$ cat src/hw/rtl/rwp_pkg.sv
// ----------------------------------------------------------------------------
// RIFF/WAVE header parser package
// Shared types, status codes, parse phases and tag constants.
// ----------------------------------------------------------------------------
package rwp_pkg;

    localparam logic [31:0] TAG_RIFF    = 32'h4646_4952;
    localparam logic [31:0] TAG_WAVE    = 32'h4556_4157;
    localparam logic [31:0] TAG_FMT     = 32'h2074_6d66;
    localparam logic [31:0] TAG_DATA    = 32'h6174_6164;
    localparam logic [31:0] FMT_MIN_LEN = 32'd16;
    localparam logic [31:0] FMT_GAP     = 32'd6;
    localparam logic [31:0] RIFF_SIZE_BYTES = 32'd4;

    typedef enum logic [3:0] {
        PH_RIFF       = 4'd0,
        PH_SKIP_SIZE  = 4'd1,
        PH_WAVE       = 4'd2,
        PH_TAG        = 4'd3,
        PH_FMT_LEN    = 4'd4,
        PH_FMT_PCM    = 4'd5,
        PH_FMT_CH     = 4'd6,
        PH_FMT_RATE   = 4'd7,
        PH_SKIP_GAP   = 4'd8,
        PH_FMT_BITS   = 4'd9,
        PH_CHUNK_LEN  = 4'd10,
        PH_SKIP_CHUNK = 4'd11,
        PH_DATA_LEN   = 4'd12
    } t_phase;

    typedef enum logic [2:0] {
        ST_OK           = 3'd0,
        ST_BAD_RIFF     = 3'd1,
        ST_BAD_WAVE     = 3'd2,
        ST_FMT_SHORT    = 3'd3,
        ST_NOT_PCM      = 3'd4,
        ST_BAD_CHANNELS = 3'd5,
        ST_BAD_BITS     = 3'd6,
        ST_TRUNCATED    = 3'd7
    } t_status;

    typedef struct packed {
        t_status     status;
        logic [1:0]  channel_count;
        logic [31:0] sample_rate;
        logic [4:0]  bits_per_sample;
        logic [2:0]  frame_bytes;
        logic [31:0] sample_count;
        logic [31:0] data_offset;
    } t_result;

endpackage

$ cat src/hw/rtl/rwp_core.sv
// ----------------------------------------------------------------------------
// RIFF/WAVE header parser core
// Holds the parse state and works out the next state and any result for one
// word combinationally.
// ----------------------------------------------------------------------------
module rwp_core
    import rwp_pkg::*;
(
    input  logic       i_clk,
    input  logic       i_rst_n,
    input  logic       i_step,
    input  logic [7:0] i_data_byte,
    input  logic       i_first_of_file,
    input  logic       i_last_of_file,
    output logic       o_res_valid,
    output t_result    o_res
);

    t_phase      r_phase,    n_phase,    c_phase;
    logic [1:0]  r_idx,      n_idx,      c_idx;
    logic [31:0] r_shift,    n_shift,    c_shift;
    logic [31:0] r_fmt_len,  n_fmt_len,  c_fmt_len;
    logic [31:0] r_skip,     n_skip,     c_skip;
    logic [31:0] r_pos,      n_pos,      c_pos;
    logic [1:0]  r_channels, n_channels, c_channels;
    logic [4:0]  r_bits,     n_bits,     c_bits;
    logic [31:0] r_rate,     n_rate,     c_rate;
    logic        r_finished, n_finished, c_finished;

    always_comb begin
        if (i_first_of_file) begin
            c_phase    = PH_RIFF;
            c_idx      = '0;
            c_shift    = '0;
            c_fmt_len  = '0;
            c_skip     = '0;
            c_pos      = '0;
            c_channels = '0;
            c_bits     = '0;
            c_rate     = '0;
            c_finished = 1'b0;
        end else begin
            c_phase    = r_phase;
            c_idx      = r_idx;
            c_shift    = r_shift;
            c_fmt_len  = r_fmt_len;
            c_skip     = r_skip;
            c_pos      = r_pos;
            c_channels = r_channels;
            c_bits     = r_bits;
            c_rate     = r_rate;
            c_finished = r_finished;
        end
    end

    logic [31:0] v;
    logic [31:0] skip_dec;
    logic [31:0] fmt_excess;
    logic [32:0] stereo_len;
    logic [31:0] frames;
    logic [6:0]  frame_prod;
    logic        gather_two;
    logic        gather_done;
    logic        gathering;
    logic        err;
    logic        ok;
    t_status     err_code;

    always_comb begin
        v          = c_shift | ({24'b0, i_data_byte} << {c_idx, 3'b000});
        skip_dec   = c_skip - 32'd1;
        fmt_excess = c_fmt_len - FMT_MIN_LEN;
        gather_two = (c_phase == PH_FMT_PCM) || (c_phase == PH_FMT_CH) ||
                     (c_phase == PH_FMT_BITS);
        gather_done = gather_two ? (c_idx != 2'd0) : (c_idx == 2'd3);
        gathering  = (c_phase == PH_RIFF) || (c_phase == PH_WAVE) ||
                     (c_phase == PH_TAG) || (c_phase == PH_FMT_LEN) ||
                     (c_phase == PH_FMT_RATE) || (c_phase == PH_CHUNK_LEN) ||
                     (c_phase == PH_DATA_LEN) || gather_two;
        stereo_len = ({1'b0, v} + 33'd1) >> 1;
        frames     = (c_channels == 2'd2) ? stereo_len[31:0] : v;
        if (c_bits == 5'd16) begin
            frames = frames >> 1;
        end
        frame_prod = {5'b0, c_channels} * {2'b0, c_bits};

        n_phase    = c_phase;
        n_idx      = c_idx;
        n_shift    = c_shift;
        n_fmt_len  = c_fmt_len;
        n_skip     = c_skip;
        n_pos      = c_pos;
        n_channels = c_channels;
        n_bits     = c_bits;
        n_rate     = c_rate;
        n_finished = c_finished;
        err        = 1'b0;
        ok         = 1'b0;
        err_code   = ST_OK;
        o_res_valid = 1'b0;
        o_res      = '0;

        if (!c_finished) begin
            if (c_pos != 32'hFFFF_FFFF) begin
                n_pos = c_pos + 32'd1;
            end
            if (gathering) begin
                if (gather_done) begin
                    n_shift = '0;
                    n_idx   = '0;
                end else begin
                    n_shift = v;
                    n_idx   = c_idx + 2'd1;
                end
            end
            case (c_phase)
                PH_RIFF: begin
                    if (gather_done) begin
                        if (v != TAG_RIFF) begin
                            err = 1'b1; err_code = ST_BAD_RIFF;
                        end else begin
                            n_skip  = RIFF_SIZE_BYTES;
                            n_phase = PH_SKIP_SIZE;
                        end
                    end
                end
                PH_SKIP_SIZE: begin
                    n_skip = skip_dec;
                    if (skip_dec == '0) n_phase = PH_WAVE;
                end
                PH_WAVE: begin
                    if (gather_done) begin
                        if (v != TAG_WAVE) begin
                            err = 1'b1; err_code = ST_BAD_WAVE;
                        end else begin
                            n_phase = PH_TAG;
                        end
                    end
                end
                PH_TAG: begin
                    if (gather_done) begin
                        if (v == TAG_FMT) n_phase = PH_FMT_LEN;
                        else if (v == TAG_DATA) n_phase = PH_DATA_LEN;
                        else n_phase = PH_CHUNK_LEN;
                    end
                end
                PH_FMT_LEN: begin
                    if (gather_done) begin
                        if (v[31] || (v < FMT_MIN_LEN)) begin
                            err = 1'b1; err_code = ST_FMT_SHORT;
                        end else begin
                            n_fmt_len = v;
                            n_phase   = PH_FMT_PCM;
                        end
                    end
                end
                PH_FMT_PCM: begin
                    if (gather_done) begin
                        if (v != 32'd1) begin
                            err = 1'b1; err_code = ST_NOT_PCM;
                        end else begin
                            n_phase = PH_FMT_CH;
                        end
                    end
                end
                PH_FMT_CH: begin
                    if (gather_done) begin
                        if ((v != 32'd1) && (v != 32'd2)) begin
                            err = 1'b1; err_code = ST_BAD_CHANNELS;
                        end else begin
                            n_channels = v[1:0];
                            n_phase    = PH_FMT_RATE;
                        end
                    end
                end
                PH_FMT_RATE: begin
                    if (gather_done) begin
                        n_rate  = v;
                        n_skip  = FMT_GAP;
                        n_phase = PH_SKIP_GAP;
                    end
                end
                PH_SKIP_GAP: begin
                    n_skip = skip_dec;
                    if (skip_dec == '0) n_phase = PH_FMT_BITS;
                end
                PH_FMT_BITS: begin
                    if (gather_done) begin
                        if ((v != 32'd8) && (v != 32'd16)) begin
                            err = 1'b1; err_code = ST_BAD_BITS;
                        end else begin
                            n_bits = v[4:0];
                            if (fmt_excess == '0) begin
                                n_phase = PH_TAG;
                            end else begin
                                n_skip  = fmt_excess;
                                n_phase = PH_SKIP_CHUNK;
                            end
                        end
                    end
                end
                PH_CHUNK_LEN: begin
                    if (gather_done) begin
                        if (v == '0) begin
                            n_phase = PH_TAG;
                        end else begin
                            n_skip  = v;
                            n_phase = PH_SKIP_CHUNK;
                        end
                    end
                end
                PH_SKIP_CHUNK: begin
                    n_skip = skip_dec;
                    if (skip_dec == '0) n_phase = PH_TAG;
                end
                PH_DATA_LEN: begin
                    if (gather_done) begin
                        ok = 1'b1;
                    end
                end
                default: begin
                    n_phase = PH_RIFF;
                end
            endcase

            if (ok) begin
                n_finished            = 1'b1;
                o_res_valid           = 1'b1;
                o_res.status          = ST_OK;
                o_res.channel_count   = c_channels;
                o_res.sample_rate     = c_rate;
                o_res.bits_per_sample = c_bits;
                o_res.frame_bytes     = frame_prod[5:3];
                o_res.sample_count    = frames;
                o_res.data_offset     = n_pos;
            end else if (err || i_last_of_file) begin
                n_finished   = 1'b1;
                o_res_valid  = 1'b1;
                o_res.status = err ? err_code : ST_TRUNCATED;
            end
        end
    end

    always_ff @(posedge i_clk) begin
        if (!i_rst_n) begin
            r_phase    <= PH_RIFF;
            r_idx      <= '0;
            r_shift    <= '0;
            r_fmt_len  <= '0;
            r_skip     <= '0;
            r_pos      <= '0;
            r_channels <= '0;
            r_bits     <= '0;
            r_rate     <= '0;
            r_finished <= 1'b0;
        end else if (i_step) begin
            r_phase    <= n_phase;
            r_idx      <= n_idx;
            r_shift    <= n_shift;
            r_fmt_len  <= n_fmt_len;
            r_skip     <= n_skip;
            r_pos      <= n_pos;
            r_channels <= n_channels;
            r_bits     <= n_bits;
            r_rate     <= n_rate;
            r_finished <= n_finished;
        end
    end

endmodule

$ cat src/hw/rtl/riff_wave_header_parser.sv
// ----------------------------------------------------------------------------
// RIFF/WAVE header parser
// A word passes the input register, then the parse step, then the result register.
// Throughput: one word per cycle, unless a held result stalls the output.
// Reset: synchronous, active low; parsing restarts at byte 0 of a file.
// ----------------------------------------------------------------------------
module riff_wave_header_parser
    import rwp_pkg::*;
(
    input  logic        i_clk,
    input  logic        i_rst_n,
    input  logic        i_valid,
    output logic        o_stall,
    input  logic [7:0]  i_data_byte,
    input  logic        i_first_of_file,
    input  logic        i_last_of_file,
    output logic        o_valid,
    input  logic        i_stall,
    output logic [2:0]  o_status,
    output logic [1:0]  o_channel_count,
    output logic [31:0] o_sample_rate,
    output logic [4:0]  o_bits_per_sample,
    output logic [2:0]  o_frame_bytes,
    output logic [31:0] o_sample_count,
    output logic [31:0] o_data_offset
);

    logic       r_in_valid;
    logic [7:0] r_in_byte;
    logic       r_in_first;
    logic       r_in_last;
    logic       r_out_valid;
    t_result    r_out;
    logic       can_adv;
    logic       consume;
    logic       accept;
    logic       res_valid;
    t_result    res;

    assign can_adv = !r_out_valid || !i_stall;
    assign consume = r_in_valid && can_adv;
    assign o_stall = r_in_valid && !can_adv;
    assign accept  = i_valid && !o_stall;

    rwp_core u_core (
        .i_clk           (i_clk),
        .i_rst_n         (i_rst_n),
        .i_step          (consume),
        .i_data_byte     (r_in_byte),
        .i_first_of_file (r_in_first),
        .i_last_of_file  (r_in_last),
        .o_res_valid     (res_valid),
        .o_res           (res)
    );

    always_ff @(posedge i_clk) begin
        if (!i_rst_n) begin
            r_in_valid <= 1'b0;
        end else if (accept) begin
            r_in_valid <= 1'b1;
        end else if (consume) begin
            r_in_valid <= 1'b0;
        end
    end

    always_ff @(posedge i_clk) begin
        if (accept) begin
            r_in_byte  <= i_data_byte;
            r_in_first <= i_first_of_file;
            r_in_last  <= i_last_of_file;
        end
    end

    always_ff @(posedge i_clk) begin
        if (!i_rst_n) begin
            r_out_valid <= 1'b0;
        end else if (consume) begin
            r_out_valid <= res_valid;
        end else if (r_out_valid && !i_stall) begin
            r_out_valid <= 1'b0;
        end
    end

    always_ff @(posedge i_clk) begin
        if (consume && res_valid) begin
            r_out <= res;
        end
    end

    assign o_valid           = r_out_valid;
    assign o_status          = r_out.status;
    assign o_channel_count   = r_out.channel_count;
    assign o_sample_rate     = r_out.sample_rate;
    assign o_bits_per_sample = r_out.bits_per_sample;
    assign o_frame_bytes     = r_out.frame_bytes;
    assign o_sample_count    = r_out.sample_count;
    assign o_data_offset     = r_out.data_offset;

endmodule

$ cat config.mk
export PLATFORM = sky130hd
export DESIGN_NAME = riff_wave_header_parser
export DESIGN_NICKNAME = d
export VERILOG_FILES = /design/src/hw/rtl/rwp_pkg.sv /design/src/hw/rtl/rwp_core.sv /design/src/hw/rtl/riff_wave_header_parser.sv
export SDC_FILE = /design/constraint.sdc
export NUM_CORES = 1
export LEC_CHECK = 0
export BUFFER_PORTS_ARGS = -buffer_cell sky130_fd_sc_hd__clkbuf_2
export CAP_MARGIN = 20
export CORE_MARGIN = 10
export CORE_UTILIZATION = 65
export CTS_CLUSTER_SIZE = 12
export DETAILED_ROUTE_END_ITERATION = 10
export PLACE_DENSITY = 0.85
export SETUP_SLACK_MARGIN = 0.05
export SLEW_MARGIN = 10
export SYNTH_ARGS = -nofsm -noshare
export SYNTH_HDL_FRONTEND = slang
export SYNTH_SLANG_ARGS = --single-unit
$ cat constraint.sdc
create_clock -name i_clk -period 13.4 [get_ports i_clk]
set_input_delay 4.02 -clock i_clk [delete_from_list [all_inputs] [get_ports i_clk]]
set_output_delay 4.02 -clock i_clk [all_outputs]
set_load 0.01 [all_outputs]
# After elaboration in Yosys (flattened, before gate mapping)
# Cells that the tools add are included.
word_totals:
  register_bits: 295
  elab_cells: 201
op_classes:
  n_addsub: 5
  multipliers: 1
  magnitude_cmp: 1
  eq_ne: 24
  shift: 1
  mux: 109
  bitwise_logic: 3
  n_reduce_logical: 34
ops:
  columns: ["operator", "count"]
  rows:
  - ["$mux W32", 27]
  - ["$pmux W32 S5", 1]
  - ["$logic_not A32 Y1", 3]
  - ["$mux W4", 23]
  - ["$ne A32 B31 Y1 const B", 2]
  - ["$pmux W4 S13", 1]
  - ["$add A32 B1 Y33 const B", 1]
  - ["$mux W3", 11]
  - ["$add A32 B1 Y32 const B", 1]
  - ["$eq A32 B30 Y1 const B", 1]
  - ["$eq A32 B31 Y1 const B", 1]
  - ["$lt A32 B5 Y1 const B", 1]
  - ["$ne A32 B1 Y1 const B", 1]
  - ["$ne A32 B2 Y1 const B", 1]
  - ["$ne A32 B32 Y1 const B", 1]
  - ["$ne A32 B4 Y1 const B", 1]
  - ["$ne A32 B5 Y1 const B", 1]
  - ["$or A32 B32 Y32", 1]
  - ["$shl A8 B5 Y32", 1]
  - ["$sub A32 B1 Y32 const B", 1]
  - ["$sub A32 B5 Y32 const B", 1]
  - ["$mux W31", 1]
  - ["$mux W1", 27]
  - ["$mux W5", 5]
  - ["other kinds (19)", 63]

# Depth between registers and ports, before layout
# Gate-level depths: netlist of the first run.
logic_depth:
  word_depth: 14
  mapped_depth: 21
  ltp_nobuf: 12

# Hierarchy
# From an unflattened synthesis of the first run, not the netlist that was laid out.
unflattened:
  hier_cells: 2201
  hier_area_um2: 18232.5
modules_own_cells:
  columns: ["mod", "n_inst", "cells_each", "area_each_um2", "seq_area_each_um2"]
  rows:
  - ["rwp_core", 1, 2072, 14567.7, 3483.3]
  - ["riff_wave_header_parser", 1, 129, 3664.8, 3613.5]

# Worst setup path before layout of the first run
# Ideal clock, no wire load.
synth_timing:
  path_kind: "input to output"
  startpoint: "input port i_stall"
  endpoint: "output port o_stall"
  t_arrival_ns: 4.239
  slack_ns: 5.141
  stages: 1
  n_path_buf: 0
  cell_sequence: "and3_1"
synth_between:
  elab_chain_cells: 4
synth_rtl:
  columns: ["element", "line_no", "text"]
  rows:
  - ["start: declaration", "riff_wave_header_parser.sv:18", "input logic i_stall,"]
  - ["$logic_not A1 Y1", "riff_wave_header_parser.sv:40", "assign can_adv = !r_out_valid || !i_stall;"]
  - ["$logic_or A1 B1 Y1", "riff_wave_header_parser.sv:40", null]
  - ["$logic_not A1 Y1", "riff_wave_header_parser.sv:42", "assign o_stall = r_in_valid && !can_adv;"]
  - ["$logic_and A1 B1 Y1", "riff_wave_header_parser.sv:42", null]
  - ["end: declaration", "riff_wave_header_parser.sv:13", "output logic o_stall,"]
# No other way between the ends.

# Worst setup path after layout of the first run
# Same ends and word-level chain as after synthesis.

==> results of run 1 <==
[Yosys cell counts, drive strengths merged, types with 14 or more instances]
| cell | count | area, sq um |
|---|---|---|
| a211oi | 31 | 238 |
| a21o | 15 | 113 |
| a21oi | 133 | 666 |
| a22oi | 102 | 766 |
| a31oi | 32 | 200 |
| and2 | 17 | 106 |
| and3 | 58 | 363 |
| buf | 19 | 97.6 |
| clkbuf | 155 | 582 |
| dfxtp | 176 | 3520 |
| edfxtp | 119 | 3570 |
| inv | 40 | 150 |
| nand2 | 179 | 672 |
| nand2b | 14 | 87.6 |
| nand3 | 56 | 280 |
| nand4 | 26 | 163 |
| nor2 | 310 | 1160 |
| nor2b | 34 | 213 |
| nor3 | 91 | 455 |
| nor4 | 54 | 350 |
| o211ai | 18 | 135 |
| o21ai | 141 | 706 |
| o22ai | 30 | 188 |
| or2 | 15 | 93.8 |
| or3 | 26 | 168 |
| or4 | 20 | 158 |
| xnor2 | 62 | 543 |
[registers in the layout (all words and copies together) (netlist names), 2 cells and up]
signal,count
o_bits_per_sample,5
o_channel_count,2
o_data_offset,32
o_frame_bytes,3
o_sample_count,32
o_sample_rate,32
o_status,3
r_in_byte,8
u_core.r_bits,5
u_core.r_channels,2
u_core.r_fmt_len,32
u_core.r_idx,2
u_core.r_phase,4
u_core.r_pos,32
u_core.r_rate,32
u_core.r_shift,32
u_core.r_skip,32
[metal layers]
metal  share of wire [%]  vias up
met5                   0        -
met4                 5.4        0
met3                  13      231
met2                  43     1293
met1                  38     8392
li1                    -     8073
[per-stage QoR]
step | total power [mW] | hold slack, ps | instances
floorplan | 1.08 | 432 | 2165
global placement | 1.13 | 443 | 2491
detailed placement | 1.14 | 450 | 2491
CTS | 1.93 | 459 | 2549
global route | 1.99 | 481 | 2550
finish | 1.94 | 461 | 2550
[how the worst max path moves through the flow]
stage             from  endpoint  slack [ps]  cells after the start
5_1_grt        i_stall   o_stall        4900                      3
3_5_place_dp   i_stall   o_stall        4930                      3
4_1_cts        i_stall   o_stall        4930                      3
2_1_floorplan  i_stall   o_stall        5140                      1
6_report       i_stall   o_stall        4930                      3
3_3_place_gp   i_stall   o_stall        4950                      3
[power breakdown]
group | switching [mW] | internal (mW) | leakage [nW]
clock | 0.362 | 0.453 | 0.457
sequential | 0.00780 | 0.939 | 2.73
combinational | 0.135 | 0.0474 | 3.88
total | 0.504 | 1.44 | 7.07
[area by class of cell]
cell class | count | area [sq um] | share of cell area [%]
Clock buffer | 49 | 885 | 4.61
Inverter | 42 | 163 | 0.848
Sequential cell | 295 | 7100 | 37.0
Multi-Input combinational cell | 1654 | 9590 | 50.0
Clock inverter | 9 | 62.6 | 0.326
Timing Repair Buffer | 166 | 961 | 5.01
Tap cell | 335 | 419 | 2.19
[worst max-delay path, delay by kind of cell]
family        cells  cell delay (ps)
buf+inv           2              240
simple gates      1              190
[cells by family (layout without fill, tap and decap cells)]
group | after synthesis | after routing | share of synthesized area, %
compound gates | 605 | 605 | 22.4
mux | 7 | 7 | 0.408
buf+inv | 216 | 266 | 4.79
simple gates | 956 | 956 | 27.2
fa+ha+maj | 13 | 13 | 0.930
xor+xnor | 73 | 73 | 3.66
flops | 295 | 295 | 40.6
==> impl_summary.md, run 1 <==
Worst hold path
The worst hold path terminates at u_core.r_shift[15]. The worst hold path was traced through 2 stages. The startpoint identified for the worst hold timing path is u_core.r_shift[15].

The class of the worst hold path is reg2reg.

Routing
The final route contains 18000 vias. The routed design has 59200 um of wire. Dividing the detail-routed via count by the number of cells gives 7.05.

The pre-antenna-repair detailed-routing pass consisted of 6 iterations. The starting DRC count in detailed routing is 3137. Dividing the detail-routed wire length by the instance count gives 23.2 um. The DRC violation count after routing is 0.

The number of routed nets with antenna violations is 0.

Place
The post-place instance area is 18200 sq um. The count of input and output buffers is 124. The worst slack after detailed placement is 4930 ps. At the end of routability-driven placement, the weighted congestion stood at 1.07. The HPWL after detailed placement is 40700 um.

Critical path
The signal on the critical path passes through clkbuf_2 -> and3_1 -> clkbuf_2. The top fanout value on the critical path is 3. Data on the critical path is required at its endpoint by 9380 ps. Counting cells, the worst reg-to-reg path comes to 12. On the critical path, the stage with the largest delay is an instance of and3_1. STA puts the critical path data arrival time at 4450 ps. In this design, the stage delay of the slowest critical-path cell is 190 ps.

The cell that appears most often on the critical path is clkbuf_2. The startpoint type of the worst setup path is a primary input. The startpoint identified for the worst register-to-register timing path is r_in_first. The worst register-to-register path has a setup slack of 7600 ps. The setup path with the least slack is of type in2out. The worst setup path is captured at an output port. The endpoint identified for the worst register-to-register timing path is o_sample_rate[8].

Logic synthesis
Yosys mapped a number of flops with a built-in enable equal to 119. The count of unique library cells instantiated by Yosys is 82. The most used flip-flop cell after synthesis is dfxtp_1. Counting every net in the synthesized netlist gives 2192.

The mean cell area of the mapped netlist is 8.07 sq um. Of all flip-flops after synthesis, the portion carrying an async set or reset was 0%. The synthesized design contains 295 register bits. The count of mapped cells out of synthesis is 2165. The count of warnings emitted by yosys is 0.

Sequential elements use 40.6% of the synthesized area. The post-synthesis cell area is 17500 sq um.

Clocking
In this run, post-CTS hold repair placed 0 buffers. Buffers added to address setup during post-CTS repair amount to 0. The tree is rooted in a clkbuf_16.

Counting along the longest clock path gives a buffer depth of 3. Once the clock tree was built, the resizer swapped 0 gates to a different size. Buffers inserted during clock tree synthesis total 31. The worst-skew pair later-pin latency is 590 ps. TritonCTS built the clock tree. The clock-pin slew on the worst setup and hold paths is 60 ps.

The depth of the CTS H-tree is 1. Counting every sink on the clock net gives 295.

STA
Across all setup checks in the final design, the least slack found is 4930 ps. Setup violations remaining at the end of the flow were counted as 0. At the pin with the least slew margin, the transition time is 1250 ps.

Headroom to the max-slew limit came out at 16.9%. The routed design could run at a clock period as short as 8470 ps. In the finished design, the share of the clock period the worst path needs comes to 63.2%. Based on the critical path, the design can be clocked at up to 118 MHz. The number of endpoints with negative hold slack in the final report is 0. The final-report max-slew violation count is 0.

The clock arrives with 14.0 ps of skew. The sum of negative setup slack is 0 ps. Setup repair after global routing left no endpoint under its margin.

Floorplanning
The count of standard-cell rows is 59. The total die area is 33900 sq um. The horizontal die dimension is 184 um. From bottom edge to top edge, the die measures 184 um. 125 I/O pins were placed. In this run the standard cell core region covers 26300 sq um.

For this configuration, the core starts out at a cell density of 66.5%.

Global routing
Entering global routing, the biggest net connects 179 pins. Global routing used 49.7% of the available met2 tracks. The overall fraction of global-route tracks in use is 33.4%. For met1 alone, demand over resource in global routing was 45.0%.

The number of global-route vias before repair is 15900. The total overflow reported by the global router is 0. The number of antenna violations at the first check in global routing came to 0. The global-route wire length before repair is 91100 um. The met3 usage is 7.59%. The peak-usage layer in the global routing report is met2.

Finish
The post-synthesis to final-layout area growth is 9.68%. Leaving out fill and tap cells, the most frequent cells in the layout are nor2_1 (308), nand2_1 (178), dfxtp_1 (176), a21oi_1 (133), o21ai_0 (126). The summed area of non-filler cells in the final layout is 19200 sq um.

The share of cells above drive strength 1 is 11.3%. The most frequent standard cell in the layout excluding fill and tap cells is nor2_1. The core occupancy in the finished layout is 73.0%.

The final-stage net count is 2217. The antenna cell count is 0. The number of filler instances in the final layout is 2069.

Power and ir drop
The worst-case IR drop observed on VDD is 0.0000889 V. The standby leakage power is 7.07 nW. The power density over the cells is 101 nW/um^2.

Job
The number of max-cap violations is 0.

Run status
The run finished with clean final reports.
Note: power is estimated with default switching activity, not from simulation.
==> run 2: changes to the inputs <==
--- a/config.mk
+++ b/config.mk
@@ -8,10 +8,10 @@
 export BUFFER_PORTS_ARGS = -buffer_cell sky130_fd_sc_hd__clkbuf_2
 export CAP_MARGIN = 20
 export CORE_MARGIN = 10
-export CORE_UTILIZATION = 65
+export CORE_UTILIZATION = 61
 export CTS_CLUSTER_SIZE = 12
 export DETAILED_ROUTE_END_ITERATION = 10
-export PLACE_DENSITY = 0.85
+export PLACE_DENSITY = 0.81
 export SETUP_SLACK_MARGIN = 0.05
 export SLEW_MARGIN = 10
 export SYNTH_ARGS = -nofsm -noshare
==> constraint.sdc (replaced) <==
create_clock -name i_clk -period 8.3 [get_ports i_clk]
set_input_delay 2.49 -clock i_clk [delete_from_list [all_inputs] [get_ports i_clk]]
set_output_delay 2.49 -clock i_clk [all_outputs]
set_load 0.01 [all_outputs]
==> run 2 against run 1 <==
Wire length up 0.78%. Utilization down 4.2 points. Clock-buffer cell count down 1. Via count down 0.11%. Largest power group unchanged. Critical endpoint is now o_sample_count[26]. Sequential power up 62%.
==> impl_summary.md, run 2 (synthesized netlist as in run 1, its figures left out) <==
Global routing
The largest net degree at the start of global routing came to 181 (+1.1%). The number of global-route vias before repair came to 16200 (+2.2%). The number of antenna violations at the first check in global routing is 0 (unchanged).

The total overflow reported by the global router came to 0 (unchanged). The overall fraction of global-route tracks in use came to 31.6% (-1.8 points). The global-route wire length before repair is 92000 um (+0.98%).

Critical path
The endpoint identified for the worst register-to-register timing path is o_sample_count[26]. In this run the critical register-to-register path is launched from u_core.r_idx[1]. The most critical setup path has its startpoint at u_core.r_idx[1]. Following the worst setup path forward leads to its endpoint at o_sample_count[26]. The required time of the worst setup path was 8450 ps (-930 ps).

The top fanout value on the critical path came to 62 (+59). The kind of end point of the critical path is a register. The critical path class is reg2reg. The data arrival at the endpoint of the critical path is 6060 ps (+1610 ps). The reg-to-reg setup timing slack is 2390 ps (-5210 ps). The depth of the most critical reg-to-reg path was 10 (-2). The startpoint type of the worst setup path is a register.

Routing
The DRC violation count after routing was 0 (unchanged). The detailed-router iteration count before antenna repair came to 9 (+3). The total via count after detailed routing came to 18000 (-0.11%).

The aggregate routed wire length is 59700 um (+0.78%). The mean number of vias per cell is 6.94 (-1.6%). The starting DRC count in detailed routing came to 3020 (-3.7%).

The average wire length per cell after detail routing was 23.1 um (-0.74%). The top metal layer carrying routed signals is met4. The wire length on met3 is 8120 um (+5.7%). The number of routed nets with antenna violations is 0 (unchanged). The met2 wire length is 25500 um (about the same).

The routed metal-1 wire length is 22600 um (-1.0%).

Finish
The count of placed standard cells in the final layout, fillers left out came to 2589 (+1.5%). Leaving out fill and tap cells, the most frequent cells in the layout are nor2_1 (308), nand2_1 (178), dfxtp_1 (176), a21oi_1 (132), o21ai_0 (126). The final-stage net count was 2212 (-0.23%). The most frequent standard cell in the layout excluding fill and tap cells is nor2_1. The share of cells above drive strength 1 came to 11.2% (-0.070 points).

The antenna cell count came to 0 (unchanged). The number of filler instances in the final layout was 2242 (+8.4%). The post-synthesis to final-layout area growth is 10.2%.

Floorplanning
The effective utilization at floorplan came to 62.4% (-4.1 points). The count of standard-cell rows is 61 (+3.4%). The total die area was 35800 sq um (+5.8%). The die outline height came to 189 um (+2.9%).

The horizontal die dimension is 189 um (+2.9%). The area inside the core boundary was 28000 sq um (+6.6%). The total I/O pin count is 125 (unchanged).

Place
The placed cell count is 2522 (+1.2%). The HPWL after detailed placement is 40800 um (+0.20%). The count of input and output buffers is 124 (unchanged). The last weighted congestion value of the routability-driven placer came to 1.08 (+0.83%). The worst slack after detailed placement is 2680 ps (-2250 ps).

Run status
The flow ran to the end, and the final reports show no timing, DRC or antenna violations.

STA
Timing would allow up to 169 MHz. The setup clock skew after layout came to 22.6 ps (+8.66 ps). The headroom to the max-slew limit is 21.5% (+4.6 points). The number of endpoints with negative hold slack in the final report is 0 (unchanged). Of the available clock period, the critical path in the final layout requires 71.2%. The number of setup violations in the final report was 0 (unchanged).

Subtracting the final worst setup slack from the clock period gives 5910 ps. The final-report max-slew violation count is 0 (unchanged). Setup repair after global routing left no endpoint under its margin. The slew at the pin closest to its max-slew limit is 1170 ps (-73.7 ps). The sum of negative setup slack was 0 ps (unchanged).

The worst setup margin is 2390 ps (-2540 ps).

Power and ir drop
The worst voltage drop across the vdd grid came to 0.000122 V (+37%). The power after layout is 3.18 mW (+64%). The standby leakage power came to 7.08 nW (+0.12%). The power density over the cells is 165 nW/um^2 (+63%).

Clocking
The CTS tree is done. The count of hold-fix buffers inserted at cts is 0 (unchanged). The TritonCTS sink count is 295 (unchanged). The maximum buffer depth of the clock tree is 3 (unchanged). The depth of the CTS H-tree is 2 (+1). The number of buffers inserted by post-CTS setup repair is 0 (unchanged). The worst-skew pair later-pin latency is 520 ps (-70 ps). The clock-pin slew on the worst setup and hold paths was 60 ps (about the same).

The TritonCTS buffer count is 34 (+9.7%). The tree is rooted in a clkbuf_16. The count of cells resized by post-cts repair is 0 (unchanged).

Worst hold path
The min-delay analysis places its worst path in the category reg2reg.

Job
The number of max-cap violations is 0 (unchanged).
## run 2: per-stage QoR
| stage | utilization [%] | hold WS, ps | area (sq um) |
|---|---|---|---|
| finish | 68.7 | 473 | 19300 |
| global route | 68.7 | 491 | 19300 |
| CTS | 68.5 | 465 | 19200 |
| detailed placement | 64.9 | 457 | 18200 |
| global placement | 64.9 | 446 | 18200 |
| floorplan | - | 432 | 17500 |
## run 2: critical path: stages (launching register included)
cell,delay (ps)
dfxtp_1,920
o21bai_1,480
a22oi_1,760
nand2_1,270
or4_1,590
o21ai_0,300
a211oi_1,160
a31oi_1,540
o31ai_1,230
inv_4,590
buf_4,610
## run 2: power breakdown
| group | switching, mW | internal, mW | total, mW |
|---|---|---|---|
| Combinational | 0.203 | 0.0737 | 0.276 |
| Clock | 0.594 | 0.775 | 1.37 |
| Sequential | 0.0184 | 1.52 | 1.53 |
## run 2: metal layers
layer / global-route usage [%] / vias to the layer above
met1: 41.3 / 8378
met2: 47.3 / 1291
met4: 16.4 / 0
li1: - / 8048
met5: 0 / -
met3: 8.27 / 253
## run 2: worst min-delay path by stage
stage                        from            endpoint  slack [ps]  cells after the start
2_1_floorplan  u_core.r_shift[15]  u_core.r_shift[15]         430                      2
3_3_place_gp   u_core.r_shift[15]  u_core.r_shift[15]         450                      2
3_5_place_dp   u_core.r_shift[15]  u_core.r_shift[15]         460                      2
4_1_cts        u_core.r_shift[15]  u_core.r_shift[15]         460                      2
5_1_grt         u_core.r_skip[31]   u_core.r_skip[31]         490                      2
6_report       u_core.r_shift[15]  u_core.r_shift[15]         470                      2
## run 2: area by class of cell
type / instances / area (sq um) / share of cell area (%)
Clock buffer: 48 / 913 / 4.74
Clock inverter: 14 / 91.3 / 0.474
Inverter: 42 / 163 / 0.845
Multi-Input combinational cell: 1654 / 9590 / 49.8
Sequential cell: 295 / 7100 / 36.9
Tap cell: 378 / 473 / 2.46
Timing Repair Buffer: 158 / 931 / 4.83
